==> src/hw/rtl/sfpf_pkg.sv <==
package sfpf_pkg;

    localparam int PAGE_BYTES_DEF  = 512;
    localparam int QUEUE_DEPTH_DEF = 4;
    localparam int ADDR_W          = 24;
    localparam int BYTE_W          = 8;

    localparam logic [BYTE_W-1:0] CMD_PROGRAM = 8'h82;
    localparam logic [BYTE_W-1:0] CMD_READ    = 8'h03;
    localparam logic [BYTE_W-1:0] DUMMY_BYTE  = 8'hA5;

    localparam int STEP_W = 3;
    localparam logic [STEP_W-1:0] STEP_CMD      = 3'd0;
    localparam logic [STEP_W-1:0] STEP_ADDR_HI  = 3'd1;
    localparam logic [STEP_W-1:0] STEP_ADDR_MID = 3'd2;
    localparam logic [STEP_W-1:0] STEP_ADDR_LO  = 3'd3;
    localparam logic [STEP_W-1:0] STEP_DATA     = 3'd4;

    // one classified input transaction, as handed from front to back
    typedef struct packed {
        logic              hdr;
        logic              rd;
        logic [ADDR_W-1:0] addr;
        logic [BYTE_W-1:0] data;
        logic              sel_end;
        logic              wait_rdy;
    } job_t;

    typedef struct packed {
        logic full;
        logic empty;
    } q_status_t;

endpackage

==> src/hw/rtl/spi_flash_page_split_framer_top.sv <==
// serial flash page program / read framer
// input channel s_*: one buffer byte per transaction; tuser[1] marks the first
// byte of a buffer transfer, whose tdata also carries the start address and
// whose tuser[0] selects read or write; tlast marks the transfer's final byte
// output channel m_*: one serial flash byte per transaction, tuser carries the
// chip select, busy poll and capture marks, tlast ends the results of one input
// a byte that opens a frame gives five results (command, three address bytes,
// data), any other byte gives one; writes are cut at every PAGE_BYTES boundary
// (PAGE_BYTES a power of two)
// an accepted input is written into the queue before its first result is loaded
// into the output register; throughput: one output transaction per cycle while
// m_tready is high, so one input per cycle inside a frame; at a frame start the
// five-byte sequence is set by the output register and the QUEUE_DEPTH entry queue
// between the classifier and the sequencer fills, dropping s_tready while it is full
// reset: address 0, no frame open, write mode; queue and output are emptied
// when m_tready is low the output holds its transaction and the queue absorbs
// further inputs until full
module spi_flash_page_split_framer_top
    import sfpf_pkg::*;
#(
    parameter int PAGE_BYTES  = PAGE_BYTES_DEF,
    parameter int QUEUE_DEPTH = QUEUE_DEPTH_DEF
) (
    input  logic        aclk,
    input  logic        aresetn,
    input  logic        s_tvalid,
    output logic        s_tready,
    input  logic [31:0] s_tdata,   // start_address, write_data
    input  logic [1:0]  s_tuser,   // operation, first_byte
    input  logic        s_tlast,   // final_byte
    output logic        m_tvalid,
    input  logic        m_tready,
    output logic [7:0]  m_tdata,   // spi_byte
    output logic [3:0]  m_tuser,   // select_begin, select_end, wait_ready, capture
    output logic        m_tlast    // last
);

    job_t      job_in;
    job_t      job_out;
    q_status_t q_status;
    logic      push;
    logic      pop;

    assign s_tready = !q_status.full;
    assign push     = s_tvalid && s_tready;

    sfpf_front #(
        .PAGE_BYTES(PAGE_BYTES)
    ) u_front (
        .aclk         (aclk),
        .aresetn      (aresetn),
        .push         (push),
        .operation    (s_tuser[0]),
        .start_address(s_tdata[23:0]),
        .write_data   (s_tdata[31:24]),
        .first_byte   (s_tuser[1]),
        .final_byte   (s_tlast),
        .job          (job_in)
    );

    sfpf_queue #(
        .DEPTH(QUEUE_DEPTH)
    ) u_queue (
        .aclk   (aclk),
        .aresetn(aresetn),
        .wr_en  (push),
        .wr_data(job_in),
        .rd_en  (pop),
        .rd_data(job_out),
        .status (q_status)
    );

    sfpf_back u_back (
        .aclk    (aclk),
        .aresetn (aresetn),
        .job     (job_out),
        .q_status(q_status),
        .pop     (pop),
        .m_tvalid(m_tvalid),
        .m_tready(m_tready),
        .m_tdata (m_tdata),
        .m_tuser (m_tuser),
        .m_tlast (m_tlast)
    );

endmodule

==> src/hw/rtl/sfpf_queue.sv <==
module sfpf_queue
    import sfpf_pkg::*;
#(
    parameter int DEPTH = QUEUE_DEPTH_DEF
) (
    input  logic      aclk,
    input  logic      aresetn,
    input  logic      wr_en,
    input  job_t      wr_data,
    input  logic      rd_en,
    output job_t      rd_data,
    output q_status_t status
);

    localparam int PTR_W = (DEPTH > 1) ? $clog2(DEPTH) : 1;
    localparam int CNT_W = $clog2(DEPTH + 1);
    localparam logic [PTR_W-1:0] PTR_LAST = PTR_W'(DEPTH - 1);

    job_t             mem_reg [DEPTH];
    logic [PTR_W-1:0] wr_ptr_reg, wr_ptr_next;
    logic [PTR_W-1:0] rd_ptr_reg, rd_ptr_next;
    logic [CNT_W-1:0] count_reg, count_next;
    logic             do_wr, do_rd;

    assign status.full  = (count_reg == CNT_W'(DEPTH));
    assign status.empty = (count_reg == '0);
    assign do_wr = wr_en && !status.full;
    assign do_rd = rd_en && !status.empty;
    assign rd_data = mem_reg[rd_ptr_reg];

    always_comb begin
        wr_ptr_next = wr_ptr_reg;
        rd_ptr_next = rd_ptr_reg;
        count_next  = count_reg;
        if (do_wr) begin
            wr_ptr_next = (wr_ptr_reg == PTR_LAST) ? '0 : wr_ptr_reg + PTR_W'(1);
        end
        if (do_rd) begin
            rd_ptr_next = (rd_ptr_reg == PTR_LAST) ? '0 : rd_ptr_reg + PTR_W'(1);
        end
        if (do_wr && !do_rd) begin
            count_next = count_reg + CNT_W'(1);
        end else if (do_rd && !do_wr) begin
            count_next = count_reg - CNT_W'(1);
        end
    end

    always_ff @(posedge aclk) begin
        if (!aresetn) begin
            wr_ptr_reg <= '0;
            rd_ptr_reg <= '0;
            count_reg  <= '0;
        end else begin
            wr_ptr_reg <= wr_ptr_next;
            rd_ptr_reg <= rd_ptr_next;
            count_reg  <= count_next;
        end
    end

    always_ff @(posedge aclk) begin
        if (do_wr) begin
            mem_reg[wr_ptr_reg] <= wr_data;
        end
    end

endmodule

==> src/hw/rtl/sfpf_front.sv <==
module sfpf_front
    import sfpf_pkg::*;
#(
    parameter int PAGE_BYTES = PAGE_BYTES_DEF
) (
    input  logic              aclk,
    input  logic              aresetn,
    input  logic              push,
    input  logic              operation,
    input  logic [ADDR_W-1:0] start_address,
    input  logic [BYTE_W-1:0] write_data,
    input  logic              first_byte,
    input  logic              final_byte,
    output job_t              job
);

    localparam int PG_W = $clog2(PAGE_BYTES);
    localparam logic [PG_W-1:0] PG_LAST = PG_W'(PAGE_BYTES - 1);

    logic [ADDR_W-1:0] next_address_reg, next_address_next;
    logic              frame_open_reg, frame_open_next;
    logic              read_mode_reg, read_mode_next;
    logic [ADDR_W-1:0] addr;
    logic              open_now;
    logic              page_end;
    logic              close;

    always_comb begin
        read_mode_next = first_byte ? operation : read_mode_reg;
        addr           = first_byte ? start_address : next_address_reg;
        open_now       = first_byte ? 1'b0 : frame_open_reg;
        page_end       = (addr[PG_W-1:0] == PG_LAST);
        close          = read_mode_next ? final_byte : (final_byte || page_end);

        job.hdr      = !open_now;
        job.rd       = read_mode_next;
        job.addr     = addr;
        job.data     = read_mode_next ? DUMMY_BYTE : write_data;
        job.sel_end  = close;
        job.wait_rdy = close && !read_mode_next;

        frame_open_next   = !close;
        next_address_next = addr + ADDR_W'(1);
    end

    always_ff @(posedge aclk) begin
        if (!aresetn) begin
            next_address_reg <= '0;
            frame_open_reg   <= 1'b0;
            read_mode_reg    <= 1'b0;
        end else if (push) begin
            next_address_reg <= next_address_next;
            frame_open_reg   <= frame_open_next;
            read_mode_reg    <= read_mode_next;
        end
    end

endmodule

==> src/hw/rtl/sfpf_back.sv <==
module sfpf_back
    import sfpf_pkg::*;
(
    input  logic              aclk,
    input  logic              aresetn,
    input  job_t              job,
    input  q_status_t         q_status,
    output logic              pop,
    output logic              m_tvalid,
    input  logic              m_tready,
    output logic [BYTE_W-1:0] m_tdata,   // spi_byte
    output logic [3:0]        m_tuser,   // select_begin, select_end, wait_ready, capture
    output logic              m_tlast
);

    logic [STEP_W-1:0] step_reg, step_next;
    logic [STEP_W-1:0] cur_step;
    logic              valid_reg;
    logic [BYTE_W-1:0] byte_reg, byte_next;
    logic [3:0]        user_reg, user_next;
    logic              last_reg, last_next;
    logic              load;

    assign load     = !q_status.empty && (!valid_reg || m_tready);
    assign cur_step = job.hdr ? step_reg : STEP_DATA;
    assign pop      = load && (cur_step == STEP_DATA);

    always_comb begin
        byte_next = job.data;
        user_next = 4'b0000;
        last_next = 1'b0;
        step_next = step_reg;
        case (cur_step)
            STEP_CMD: begin
                byte_next = job.rd ? CMD_READ : CMD_PROGRAM;
                user_next = 4'b0001;
            end
            STEP_ADDR_HI:  byte_next = job.addr[23:16];
            STEP_ADDR_MID: byte_next = job.addr[15:8];
            STEP_ADDR_LO:  byte_next = job.addr[7:0];
            default: begin
                byte_next = job.data;
                user_next = {job.rd, job.wait_rdy, job.sel_end, 1'b0};
                last_next = 1'b1;
            end
        endcase
        if (load) begin
            step_next = (cur_step == STEP_DATA) ? STEP_CMD : step_reg + STEP_W'(1);
        end
    end

    always_ff @(posedge aclk) begin
        if (!aresetn) begin
            step_reg  <= STEP_CMD;
            valid_reg <= 1'b0;
        end else begin
            step_reg <= step_next;
            if (load) begin
                valid_reg <= 1'b1;
            end else if (m_tready) begin
                valid_reg <= 1'b0;
            end
        end
    end

    always_ff @(posedge aclk) begin
        if (load) begin
            byte_reg <= byte_next;
            user_reg <= user_next;
            last_reg <= last_next;
        end
    end

    assign m_tvalid = valid_reg;
    assign m_tdata  = byte_reg;
    assign m_tuser  = user_reg;
    assign m_tlast  = last_reg;

endmodule

==> config.mk <==
export PLATFORM = sky130hd
export DESIGN_NAME = spi_flash_page_split_framer_top
export DESIGN_NICKNAME = d
export VERILOG_FILES = /design/src/hw/rtl/sfpf_pkg.sv /design/src/hw/rtl/spi_flash_page_split_framer_top.sv /design/src/hw/rtl/sfpf_queue.sv /design/src/hw/rtl/sfpf_front.sv /design/src/hw/rtl/sfpf_back.sv
export SDC_FILE = /design/constraint.sdc
export NUM_CORES = 1
export LEC_CHECK = 0
export BUFFER_PORTS_ARGS = -buffer_cell sky130_fd_sc_hd__buf_2
export CAP_MARGIN = 20
export CORE_ASPECT_RATIO = 1.4
export CORE_MARGIN = 2
export CORE_UTILIZATION = 59
export CTS_BUF_LIST = sky130_fd_sc_hd__clkbuf_8
export DETAILED_ROUTE_END_ITERATION = 7
export PLACE_DENSITY = 0.8
export SLEW_MARGIN = 10
export SYNTH_ARGS = -nofsm -noshare
export SYNTH_HDL_FRONTEND = slang
export SYNTH_HIERARCHICAL = 1
export SYNTH_SLANG_ARGS = --single-unit
export TNS_END_PERCENT = 1
==> constraint.sdc <==
create_clock -name aclk -period 5.1 [get_ports aclk]
set_input_delay 1.02 -clock aclk [delete_from_list [all_inputs] [get_ports aclk]]
set_output_delay 1.02 -clock aclk [all_outputs]
set_load 0.02 [all_outputs]
==> results_dict.tcl <==
set metrics [dict create \
    outcome "completed" \
    dr.pass1.iters 5 \
    worstMarginPinSlew_ps 774 \
    gp_congestion 0.852 \
    netlist_instances 578 \
    p_seq_frac 0.535 \
    slew_viol_final 0 \
    swShare 0.310 \
    post-cts-setup-buffers 0 \
    ys_ff_latch 196 \
    crit_fanout 36 \
    clock-sinks 196 \
    antenna_found_initial 0 \
    finalSetupTns_ps 0 \
    std_cell_rows 52 \
    h-tree-depth 4 \
    yosysUniqueCellTypes 65 \
    path_class "register to register" \
    min_from "u_front/next_address_reg[21]" \
    largest_reg_flops 144 \
    slew_headroom 0.484 \
    synth_edf_count 157 \
    dp_hpwl_um 11500 \
    final_area_mm2 0.00944 \
    reg2reg_to "u_queue/count_reg[2]" \
    fp.dieW_um 107 \
    cts_resized 0 \
    min_path_cells 2 \
    gr-usage-all-layers 0.230 \
    ys_seq_area_frac 0.630 \
    synth_ff_type "edfxtp_1" \
    clockBufferDepth 2 \
    die_h_um 148 \
    cp-start-kind "register" \
    die-area_mm2 0.0158 \
    drt-total-wl_um 17300 \
    whs_endpoint "u_front/next_address_reg[21]" \
    avgSynthCellArea_um2 15.1 \
    setup_viol 0 \
    drc 0 \
    p_int_uw 2850 \
    io_pins 54 \
    syn_nets 627 \
    hold_buffers 0 \
    skew_ps 12.5 \
    initial_utilization 0.604 \
    synth_warnings 6 \
    placedInstanceArea_mm2 0.00908 \
    synthArstFlopShare 0 \
    end_kind "register" \
    core_area_mm2 0.0144 \
    hold-worst-slack_ps 459 \
    p_leak_uw 0.00332 \
    comb_power_share 0.247 \
    cts_buffers 17 \
    power-per-cell-area_mw_per_mm2 438 \
    ff2ff_path_depth 11 \
    vias 5153 \
    clockPowerShare 0.218 \
    reg2reg_slack_ps 2000 \
    cts.clk_slew.worst_paths_ps 100 \
    hold_viol_final 0 \
    peakVddDrop_v 0.000274 \
    crit_arrival_ps 3470 \
    ant_nets 0 \
    syn-cell-area_mm2 0.00872 \
    rsz0062_at_grt "false" \
    syn_to_final_growth_pct 8.28 \
    routedWlPerCell_um 20.9 \
    antenna_cells 0 \
    fin_crit_ps 3100 \
    insertion_delay_ps 440 \
    cts.root.buffer_cell "clkbuf_8" \
    utilization 0.654 \
    p_sw_uw 1280 \
    grt_pass1_vias 5290 \
    grt-ovfl-total 0 \
    num-nets-final 676 \
    routed_via_density 6.22 \
    grt_max_degree 49 \
    max_freq_mhz 322 \
    hold_class "register to register" \
    cap_violations 0 \
    io_buffers 53 \
    dr.first_iter.drc_count 367 \
    worst_ep_required_time_ps 5470 \
    finalCritPeriodShare 0.608 \
    cts_tree "yes" \
    grt_pass1_wl_um 27500 \
    drive_gt1_frac 0.236 \
]
## cells in the final DEF (no fill, tap or decap), drive strengths merged, types with 5 or more instances in the layout
cell type	synthesis	routed
mux2i	18	18
a22oi	9	9
dfxtp	39	39
nand2	45	45
buf	19	62
and2	18	18
ha	9	9
clkbuf	13	17
nand2b	12	12
nand4	11	11
edfxtp	157	157
mux4	38	38
nand3	28	28
nand3b	19	19
xor2	7	7
o211ai	5	5
o21ai	19	19
nor2	14	14
inv	18	24
clkinv	0	6
nor2b	9	9
mux2	24	24
## worst max path at each step
stage                                   endpoint  slack [ps]  depth (start not counted)
finish                      u_queue/count_reg[2]        2000                         11
global route                u_queue/count_reg[2]        1840                         11
global placement            u_queue/count_reg[2]        1820                         10
CTS                         u_queue/count_reg[2]        1950                         11
detailed placement  u_front/next_address_reg[20]        1690                          8
floorplan                  u_queue/mem_reg[0][1]        1850                         11
## worst max-delay path, stage by stage (launching register included)
cell and delay [ps]:
dfxtp_1 320, buf_4 430, mux4_2 360, a21boi_1 290
nor2_1 90, o31ai_1 180, ha_1 300, inv_1 60
fa_1 370, xor2_1 160, or3_1 300, a21boi_0 170
## cell families after synthesis
family / synth area share
flip-flops: 0.630
AND/OR/NAND/NOR: 0.110
multiplexers: 0.152
AO/OA/AOI/OAI: 0.0507
buffers and inverters: 0.0323
adder cells (fa/ha/maj): 0.0152
XOR/XNOR: 0.00904
## through the flow
stage / std cells / total power, uW / setup slack [ps]
finish: 829 / 4130 / 2000
global route: 829 / 4320 / 1840
CTS: 829 / 4160 / 1950
detailed placement: 797 / 3270 / 1690
global placement: 797 / 3210 / 1820
floorplan: 578 / 2970 / 1850
## synth_stat cells, types with 3 or more instances
library cell / n / area share
nand2_1: 45 / 0.019
mux4_1: 6 / 0.018
a21oi_1: 3 / 0.0017
nand2b_1: 12 / 0.0086
dfxtp_1: 39 / 0.090
o21ai_0: 11 / 0.0063
nor2b_1: 8 / 0.0057
mux2_1: 7 / 0.0090
inv_1: 17 / 0.0073
o211ai_1: 4 / 0.0034
edfxtp_1: 157 / 0.54
mux4_2: 32 / 0.083
and2_1: 18 / 0.013
clkbuf_1: 12 / 0.0052
nor2_1: 14 / 0.0060
o21ai_1: 8 / 0.0046
buf_2: 11 / 0.0063
buf_6: 3 / 0.0039
nand3_1: 28 / 0.016
ha_1: 9 / 0.013
mux2_2: 17 / 0.022
a22oi_1: 8 / 0.0069
nand4b_1: 3 / 0.0030
nand3b_1: 18 / 0.016
nand4_1: 11 / 0.0079
mux2i_1: 18 / 0.021
buf_12: 3 / 0.0069
xor2_1: 7 / 0.0070
## final cells by class
cell class	count	area, um^2
Sequential cell	196	5500
Fill cell	1036	5000
Multi-Input combinational cell	332	2940
Clock buffer	17	234
Clock inverter	15	129
Inverter	18	67.6
Tap cell	189	236
Timing Repair Buffer	62	333
## metal layers
layer / GRT usage / share of wire / wire, um / vias to the layer above
met4: 0.112 / 0.037 / 649 / 0
met5: 0 / 0 / 0 / -
met2: 0.385 / 0.51 / 8910 / 201
met1: 0.287 / 0.39 / 6820 / 2581
met3: 0.0441 / 0.054 / 943 / 37
li1: - / - / - / 2334
## power groups by stage
stage,Combinational [uW],Sequential (uW),Clock (uW)
after global routing,1110,2240,975
after floorplan,687,2280,0
after CTS,1030,2210,917
after detailed placement,1020,2250,0
after global placement,988,2230,0
final,1020,2210,900
Power figures use the tool's default switching activity.
